## src/design/rwx_pkg.sv

```systemverilog
// Shared types and constants for the run-length window extractor.
// No dependencies; used by rwx_core and rle_window_extract.
`default_nettype none

package rwx_pkg;

  // Configuration register indexes
  localparam logic [1:0] CFG_RUN_BIAS     = 2'd0;
  localparam logic [1:0] CFG_RAW_SIZE     = 2'd1;
  localparam logic [1:0] CFG_START_POS    = 2'd2;
  localparam logic [1:0] CFG_WINDOW_LEN   = 2'd3;

  localparam int CFG_DATA_W = 31;
  localparam int POS_W      = 31;
  localparam int SIZE_W     = 30;

  localparam logic [6:0]       LOW7_MASK = 7'h7f;
  localparam logic [POS_W-1:0] POS_MAX   = 31'h7fffffff;

  typedef enum logic [1:0] {
    PH_CTRL = 2'd0,
    PH_RUN  = 2'd1,
    PH_LIT  = 2'd2
  } phase_t;

  // One compressed byte with its framing marks
  typedef struct packed {
    logic [7:0] coded_byte;
    logic       first_byte;
    logic       final_byte;
  } rwx_in_t;

  // One decoded group inside the window
  typedef struct packed {
    logic [7:0] char_value;
    logic [7:0] repeat_count;
    logic       window_done;
    logic       short_stream;
  } rwx_out_t;

  // Window settings, kept partly pre-added at configuration time
  typedef struct packed {
    logic signed [31:0] start_off;  // start_position - 1
    logic signed [32:0] end_sum;    // start_position - 1 + window_length
    logic [SIZE_W-1:0]  raw_size;
    logic [7:0]         run_bias;
  } rwx_cfg_t;

endpackage

`default_nettype wire

```

## src/design/rwx_core.sv

```systemverilog
// Decoder state and the per-byte step: parse, position tracking, window cut.
// Depends on rwx_pkg.
`default_nettype none

module rwx_core (
  input  wire logic               clk,
  input  wire logic               rst,
  input  wire logic               step,
  input  wire rwx_pkg::rwx_in_t   item,
  input  wire rwx_pkg::rwx_cfg_t  cfg,
  output logic                    res_valid,
  output rwx_pkg::rwx_out_t       res
);

  rwx_pkg::phase_t              phase, phase_next, phase_c;
  logic [7:0]                   group_rem, group_rem_next, group_c;
  logic [7:0]                   run_held, run_held_next, held_c;
  logic [rwx_pkg::POS_W-1:0]    raw_pos, raw_pos_next, pos_c;
  logic [rwx_pkg::SIZE_W-1:0]   win_start, win_start_next;
  logic [rwx_pkg::SIZE_W-1:0]   win_end, win_end_next;
  logic                         finished, finished_next, fin_c;

  logic [rwx_pkg::SIZE_W-1:0]   ws_new, we_new, start_nonneg;
  logic signed [32:0]           end_max;
  logic                         empty_win;

  logic [7:0]                   span_cnt;
  logic [31:0]                  pos_end;
  logic [rwx_pkg::POS_W-1:0]    lo;
  logic [31:0]                  hi;
  logic [31:0]                  span_full;
  logic                         in_win, span_done;
  logic [rwx_pkg::POS_W-1:0]    pos_sat;
  logic [8:0]                   run_sum;
  logic [6:0]                   low7;

  // Window from configuration: start = clip(max(off,0)), end = clip(max(off+len, start))
  always_comb begin
    start_nonneg = cfg.start_off[31] ? '0 : cfg.start_off[rwx_pkg::SIZE_W-1:0];
    ws_new = (start_nonneg > cfg.raw_size) ? cfg.raw_size : start_nonneg;
    end_max = (cfg.end_sum > $signed({3'b000, start_nonneg})) ?
              cfg.end_sum : $signed({3'b000, start_nonneg});
    we_new = (end_max > $signed({3'b000, cfg.raw_size})) ?
             cfg.raw_size : end_max[rwx_pkg::SIZE_W-1:0];
  end

  // A first byte restarts the decoder before the byte is looked at
  always_comb begin
    phase_c = item.first_byte ? rwx_pkg::PH_CTRL : phase;
    group_c = item.first_byte ? 8'd0 : group_rem;
    held_c  = item.first_byte ? 8'd0 : run_held;
    pos_c   = item.first_byte ? '0 : raw_pos;
    fin_c   = item.first_byte ? 1'b0 : finished;
    empty_win = item.first_byte && (ws_new == we_new);
  end

  // Span of the current run or literal against the window
  always_comb begin
    span_cnt  = (phase_c == rwx_pkg::PH_RUN) ? held_c : 8'd1;
    pos_end   = {1'b0, pos_c} + {24'd0, span_cnt};
    lo        = (pos_c > {1'b0, win_start}) ? pos_c : {1'b0, win_start};
    hi        = (pos_end < {2'b00, win_end}) ? pos_end : {2'b00, win_end};
    in_win    = hi > {1'b0, lo};
    span_full = hi - {1'b0, lo};
    span_done = pos_end >= {2'b00, win_end};
    pos_sat   = pos_end[31] ? rwx_pkg::POS_MAX : pos_end[rwx_pkg::POS_W-1:0];
    low7      = item.coded_byte[6:0] & rwx_pkg::LOW7_MASK;
    run_sum   = {2'b00, low7} + {1'b0, cfg.run_bias};
  end

  // Next state and result of one byte
  always_comb begin
    phase_next     = phase_c;
    group_rem_next = group_c;
    run_held_next  = held_c;
    raw_pos_next   = pos_c;
    finished_next  = fin_c;
    win_start_next = item.first_byte ? ws_new : win_start;
    win_end_next   = item.first_byte ? we_new : win_end;
    res_valid      = 1'b0;
    res            = '0;

    if (empty_win) begin
      res_valid       = 1'b1;
      res.window_done = 1'b1;
      finished_next   = 1'b1;
    end else if (!fin_c) begin
      case (phase_c)
        rwx_pkg::PH_RUN, rwx_pkg::PH_LIT: begin
          if (in_win) begin
            res_valid        = 1'b1;
            res.char_value   = item.coded_byte;
            res.repeat_count = span_full[7:0];
            res.window_done  = span_done;
            if (span_done) begin
              finished_next = 1'b1;
            end
          end
          raw_pos_next = pos_sat;
          if (phase_c == rwx_pkg::PH_RUN) begin
            phase_next = rwx_pkg::PH_CTRL;
          end else begin
            group_rem_next = group_c - 8'd1;
            if (group_c == 8'd1) begin
              phase_next = rwx_pkg::PH_CTRL;
            end
          end
        end
        default: begin
          // control byte
          if (item.coded_byte[7]) begin
            run_held_next = run_sum[8] ? 8'hff : run_sum[7:0];
            phase_next    = rwx_pkg::PH_RUN;
          end else if (low7 != 7'd0) begin
            group_rem_next = {1'b0, low7};
            phase_next     = rwx_pkg::PH_LIT;
          end else begin
            phase_next = rwx_pkg::PH_CTRL;
          end
        end
      endcase

      // body ended before the window closed; a restart byte uses its new window
      if (item.final_byte && !finished_next) begin
        if (res_valid) begin
          res.window_done  = 1'b1;
          res.short_stream = 1'b1;
        end else begin
          res_valid        = 1'b1;
          res.window_done  = 1'b1;
          res.short_stream = {1'b0, win_end_next} > raw_pos_next;
        end
        finished_next = 1'b1;
      end
    end
  end

  // State registers advance once per consumed byte
  always_ff @(posedge clk) begin
    if (rst) begin
      phase     <= rwx_pkg::PH_CTRL;
      group_rem <= '0;
      run_held  <= '0;
      raw_pos   <= '0;
      win_start <= '0;
      win_end   <= '0;
      finished  <= 1'b0;
    end else if (step) begin
      phase     <= phase_next;
      group_rem <= group_rem_next;
      run_held  <= run_held_next;
      raw_pos   <= raw_pos_next;
      win_start <= win_start_next;
      win_end   <= win_end_next;
      finished  <= finished_next;
    end
  end

endmodule

`default_nettype wire

```

## src/design/rle_window_extract.sv

```systemverilog
// Top level of the run-length window extractor: configuration registers,
// input register, decoder core and output register. Depends on rwx_pkg, rwx_core.
`default_nettype none

// Decodes a run-length coded body one byte per transfer and returns, for each
// run or literal byte, the part that falls inside the window set by
// start_position and window_length (clipped to raw_size). A byte with
// first_byte set restarts decoding and loads the window; an empty window is
// answered at once with window_done. A byte passes from input to output
// through the input register, then the decode step into the output register,
// and a new byte is accepted every cycle while the output is not stalled; the
// decode step, which updates position and window state, sets that rate. Bytes
// that cause no result produce no output transfer. Configuration writes take
// effect for the next decoded byte; window settings load with first_byte.

module rle_window_extract (
  input  wire logic                             clk,
  input  wire logic                             rst,
  input  wire logic                             in_valid,
  output logic                                  in_stall,
  input  wire rwx_pkg::rwx_in_t                 in_data,
  output logic                                  out_valid,
  input  wire logic                             out_stall,
  output rwx_pkg::rwx_out_t                     out_data,
  input  wire logic                             cfg_write,
  input  wire logic [1:0]                       cfg_index,
  input  wire logic [rwx_pkg::CFG_DATA_W-1:0]   cfg_data
);

  rwx_pkg::rwx_cfg_t   cfg;
  logic signed [30:0]  window_length;
  logic signed [31:0]  wdata_off;

  logic                s1_valid;
  rwx_pkg::rwx_in_t    s1_item;
  logic                adv, fire;
  logic                res_valid;
  rwx_pkg::rwx_out_t   res;

  assign wdata_off = $signed({cfg_data[30], cfg_data}) - 32'sd1;

  // Configuration registers; start offset and end sum are pre-added here
  always_ff @(posedge clk) begin
    if (rst) begin
      cfg.run_bias  <= 8'd3;
      cfg.raw_size  <= '0;
      cfg.start_off <= '0;
      cfg.end_sum   <= '0;
      window_length <= '0;
    end else if (cfg_write) begin
      case (cfg_index)
        rwx_pkg::CFG_RUN_BIAS: cfg.run_bias <= cfg_data[7:0];
        rwx_pkg::CFG_RAW_SIZE: cfg.raw_size <= cfg_data[rwx_pkg::SIZE_W-1:0];
        rwx_pkg::CFG_START_POS: begin
          cfg.start_off <= wdata_off;
          cfg.end_sum   <= $signed({wdata_off[31], wdata_off}) +
                           $signed({{2{window_length[30]}}, window_length});
        end
        rwx_pkg::CFG_WINDOW_LEN: begin
          window_length <= $signed(cfg_data);
          cfg.end_sum   <= $signed({cfg.start_off[31], cfg.start_off}) +
                           $signed({{2{cfg_data[30]}}, cfg_data});
        end
        default: ;
      endcase
    end
  end

  // Input register; the decode step fires when the output register has room
  assign adv      = !out_valid || !out_stall;
  assign fire     = s1_valid && adv;
  assign in_stall = s1_valid && !adv;

  always_ff @(posedge clk) begin
    if (rst) begin
      s1_valid <= 1'b0;
    end else if (in_valid && !in_stall) begin
      s1_valid <= 1'b1;
    end else if (fire) begin
      s1_valid <= 1'b0;
    end
  end

  always_ff @(posedge clk) begin
    if (in_valid && !in_stall) begin
      s1_item <= in_data;
    end
  end

  rwx_core u_core (
    .clk       (clk),
    .rst       (rst),
    .step      (fire),
    .item      (s1_item),
    .cfg       (cfg),
    .res_valid (res_valid),
    .res       (res)
  );

  // Output register
  always_ff @(posedge clk) begin
    if (rst) begin
      out_valid <= 1'b0;
    end else if (fire && res_valid) begin
      out_valid <= 1'b1;
    end else if (!out_stall) begin
      out_valid <= 1'b0;
    end
  end

  always_ff @(posedge clk) begin
    if (fire && res_valid) begin
      out_data <= res;
    end
  end

  // Checks
  a_stall_needs_item: assert property (@(posedge clk) disable iff (rst)
    in_stall |-> s1_valid)
    else $error("input stalled with empty input register");

  a_hold_item: assert property (@(posedge clk) disable iff (rst)
    s1_valid && !fire |=> s1_valid && $stable(s1_item))
    else $error("pending byte lost from input register");

  a_count_nonzero: assert property (@(posedge clk) disable iff (rst)
    fire && res_valid |-> (res.repeat_count != 8'd0) || res.window_done)
    else $error("empty group emitted inside the window");

  a_short_is_done: assert property (@(posedge clk) disable iff (rst)
    fire && res_valid && res.short_stream |=> out_valid && out_data.window_done)
    else $error("short stream flag without window end");

endmodule

`default_nettype wire

```

## config.mk

```make
export PLATFORM = sky130hd
export DESIGN_NAME = rle_window_extract
export DESIGN_NICKNAME = d
export VERILOG_FILES = /design/src/design/rwx_pkg.sv /design/src/design/rwx_core.sv /design/src/design/rle_window_extract.sv
export SDC_FILE = /design/constraint.sdc
export NUM_CORES = 1
export LEC_CHECK = 0
export BUFFER_PORTS_ARGS = -buffer_cell sky130_fd_sc_hd__buf_2
export CORE_UTILIZATION = 35
export DETAILED_ROUTE_END_ITERATION = 10
export SETUP_SLACK_MARGIN = 0.05
export SLEW_MARGIN = 20
export SYNTH_ARGS = -nofsm -noshare
export SYNTH_HDL_FRONTEND = slang
export SYNTH_HIERARCHICAL = 1
export SYNTH_SLANG_ARGS = --single-unit
```

## constraint.sdc

```tcl
create_clock -name clk -period 29.1 [get_ports clk]
set_input_delay 5.82 -clock clk [delete_from_list [all_inputs] [get_ports clk]]
set_output_delay 5.82 -clock clk [all_outputs]
set_load 0.01 [all_outputs]
```

==> reports/results.tsv <==
stage	metric	value	unit
synth	synthCells	3488	
placement	gp_congestion	0.946	
floorplan	initial_core_util	35.3	%
critical_path	r2r_cells	43	
critical_path	critical_path_arrival	6.26	ns
synth	avgSynthCellArea	7.38	µm²
routing	first_pass_iters	6	
floorplan	rows	99	
critical_path	r2r_start	s1_item[1]	
power	peakVddDrop	46.0	µV
global_route	track_usage	22.6	%
global_route	grt_max_degree	74	
timing	hold_viol	0	
layout	seqCellArea	5770	µm²
timing	worst_pin_slew	1.08	ns
timing	fin_tns_setup	0	ns
floorplan	die_y	273	µm
layout	antenna_cells	0	
placement	post-place-ws	17.03	ns
run_status	outcome	finished, final reports clean	
synth	synth_edf_count	28	
timing	fin_ws	17.02	ns
placement	dp_hpwl	66500	µm
timing	min_period	12.08	ns
cts	h-tree-depth	2	
power	leakage	11.6	nW
synth	synth_top_area_share	19.1	%
power	switchingPower	0.000633	W
critical_path	path_class	in2out	
power	seqPwrFrac	28.3	%
cts	cts_tree	built	
routing	drt-initial-drc-count	2319	
power	p_clk_share	29.9	%
critical_path	startpoint_type	input port	
layout	drive_above_1_share	6.61	%
synth	async_flop_share	0	%
timing	skew	0.0349	ns
power	power.internal	0.000874	W
cts	post_cts_buffers	0	
floorplan	dieArea	74600	µm²
synth	ys_top_cells_by_area	dfxtp_1 (19%), ha_1 (14%), nand2_1 (8.0%)	
critical_path	endpoint	in_stall	
global_route	grt_pass1_vias	23239	
cts	cts.sinks	274	
cts	post_cts_resized	0	
routing	wirelength	86400	µm
synth	synth.largest_area_cell	dfxtp_1	
global_route	grt_pass1_wl	134000	µm
layout	fill_cells	7682	
routing	wl_per_cell	19.5	µm
critical_path	cp_max_fo	3	
timing	timing.final.crit_share	41.5	%
layout	final_area	27900	µm²
synth	yosysUniqueCellTypes	102	
cts	clock_latency	0.58	ns
cts	root_buffer	clkbuf_16	
synth	synth-main-ff-cell	dfxtp_1	
critical_path	cp-end-kind	primary output	
routing	via_per_inst	5.69	
critical_path	startpoint	out_stall	
global_route	antenna_found_initial	1	
synth	synth_top_family_by_area	compound AO/OA/AOI/OAI gates	
timing	slew_headroom	28.0	%
placement	placed_cell_area	26700	µm²
floorplan	die_w	273	µm
timing	finalSetupViolations	0	
critical_path	rrSetupSlack	18.36	ns
synth	synth_compound_area_share	27.1	%
floorplan	ios	68	
synth	syn-cell-area	25700	µm²
routing	drc	0	
power	powerDensity	54.0	nW/µm²
global_route	grt.overflow.total	0	
cts	cts_buffers	36	
critical_path	r2r_end	out_data[0]	
placement	portBuffers	67	
power	swShare	42.0	%
layout	area_growth	8.44	%
synth	yosys_warnings	6	
routing	vias	25165	
layout	nets	3784	
synth	synth-xor-area-share	4.76	%
power	pwr-share-comb	41.9	%
flow_run	drv_cap	0	
synth	synth_nets	3836	
timing	rsz0062_at_grt	no	
timing	holdWs	0.453	ns
routing	ant_nets	0	
layout	multi_input_area	18400	µm²
synth	synth_fa_ha_area_share	14.7	%
critical_path	cp_data_required_time	23.28	ns
worst_hold_path	hp-class	reg2reg	
cts	ctsLongestPathBuffers	3	
cts	clk_pin_slew	0.05	ns
synth	ys_ff_latch	274	
synth	synth-simple-area-share	22.3	%
synth	synth_mux_area_share	2.36	%
timing	max_freq	82.8	MHz
synth	synth-seq-area-share	22.4	%
timing	slew_violations	0	
cts	cts-hold-fix-buffers	0	
floorplan	fp.coreArea	72800	µm²
synth_stat cells (all sizes together), types with 51 or more instances:
master / count
a211oi: 98
a21o: 90
a21oi: 309
buf: 51
clkbuf: 146
dfxtp: 246
ha: 295
inv: 197
mux2i: 54
nand2: 548
nand3: 60
nand4: 54
nor2: 274
nor2b: 56
nor3: 87
o21ai: 269
xnor2: 86
xor2: 53
power by group through the flow:
stage                     logic (W)  clock network (W)  registers [W]
after floorplan            0.000463                  0       0.000424
after global placement     0.000614                  0       0.000433
after detailed placement   0.000617                  0       0.000433
after CTS                  0.000619           0.000457       0.000425
after global routing       0.000685           0.000474       0.000428
final                      0.000631           0.000450       0.000426
sequential cells by signal, indices dropped and copies added, names as in the netlist, named ones only:
register	count
out_valid	1
cfg	103
u_core/group_rem	8
u_core/win_end	27
u_core/win_start	30
u_core/raw_pos	31
u_core/phase	2
s1_item	10
s1_valid	1
u_core/run_held	8
u_core/finished	1
out_data	18
window_length	31
worst min path at each step:
stage | cells after the start | startpoint | slack (ns) | to
finish | 2 | u_core/win_end[23] | 0.45 | u_core/win_end[23]
global route | 2 | u_core/win_end[25] | 0.47 | u_core/win_end[25]
CTS | 2 | u_core/win_end[17] | 0.45 | u_core/win_end[17]
detailed placement | 2 | u_core/win_end[8] | 0.45 | u_core/win_end[8]
global placement | 2 | u_core/raw_pos[29] | 0.44 | u_core/raw_pos[29]
floorplan | 2 | u_core/raw_pos[0] | 0.43 | u_core/raw_pos[0]
cells by family after synthesis:
group,Yosys count
xor+xnor,139
compound gates,1076
buf+inv,395
fa+ha+maj,300
simple gates,1243
flops,274
mux,60
other cells,1
worst max-delay path, cell delays in order:
cell and delay, ns:
buf_2 0.10, and3_1 0.19, buf_2 0.14
per-layer routing:
layer	part of all wire, %	track usage, %	vias to the layer above
met3	6.2	2.54	143
met2	43	34.7	816
li1	-	-	12486
met4	3.4	7.87	0
met5	0	0	-
met1	48	32.4	11720
cell usage in the layout (no fill, tap or decap), drive strengths merged, types with 90 or more instances in the layout:
cell	instances
nand2	548
a21oi	309
ha	295
nor2	274
o21ai	269
dfxtp	246
inv	199
buf	107
a211oi	98
a21o	90
stage by stage:
stage	total power, W	std cells	utilization, %
finish	0.00151	4422	38.3
global route	0.00159	4422	38.3
CTS	0.00150	4422	38.3
detailed placement	0.00105	4357	36.7
global placement	0.00105	4357	36.7
floorplan	0.000887	3488	-
layout make-up:
class,count,area share [%]
clock buffers,54,3.73
repair buffers,107,2.30
clock inverters,11,0.413
flip-flops and latches,274,20.7
multi-input cells,2819,65.9
inverters,198,2.66
well taps,959,4.30
Note: power is estimated with default switching activity, not from simulation.
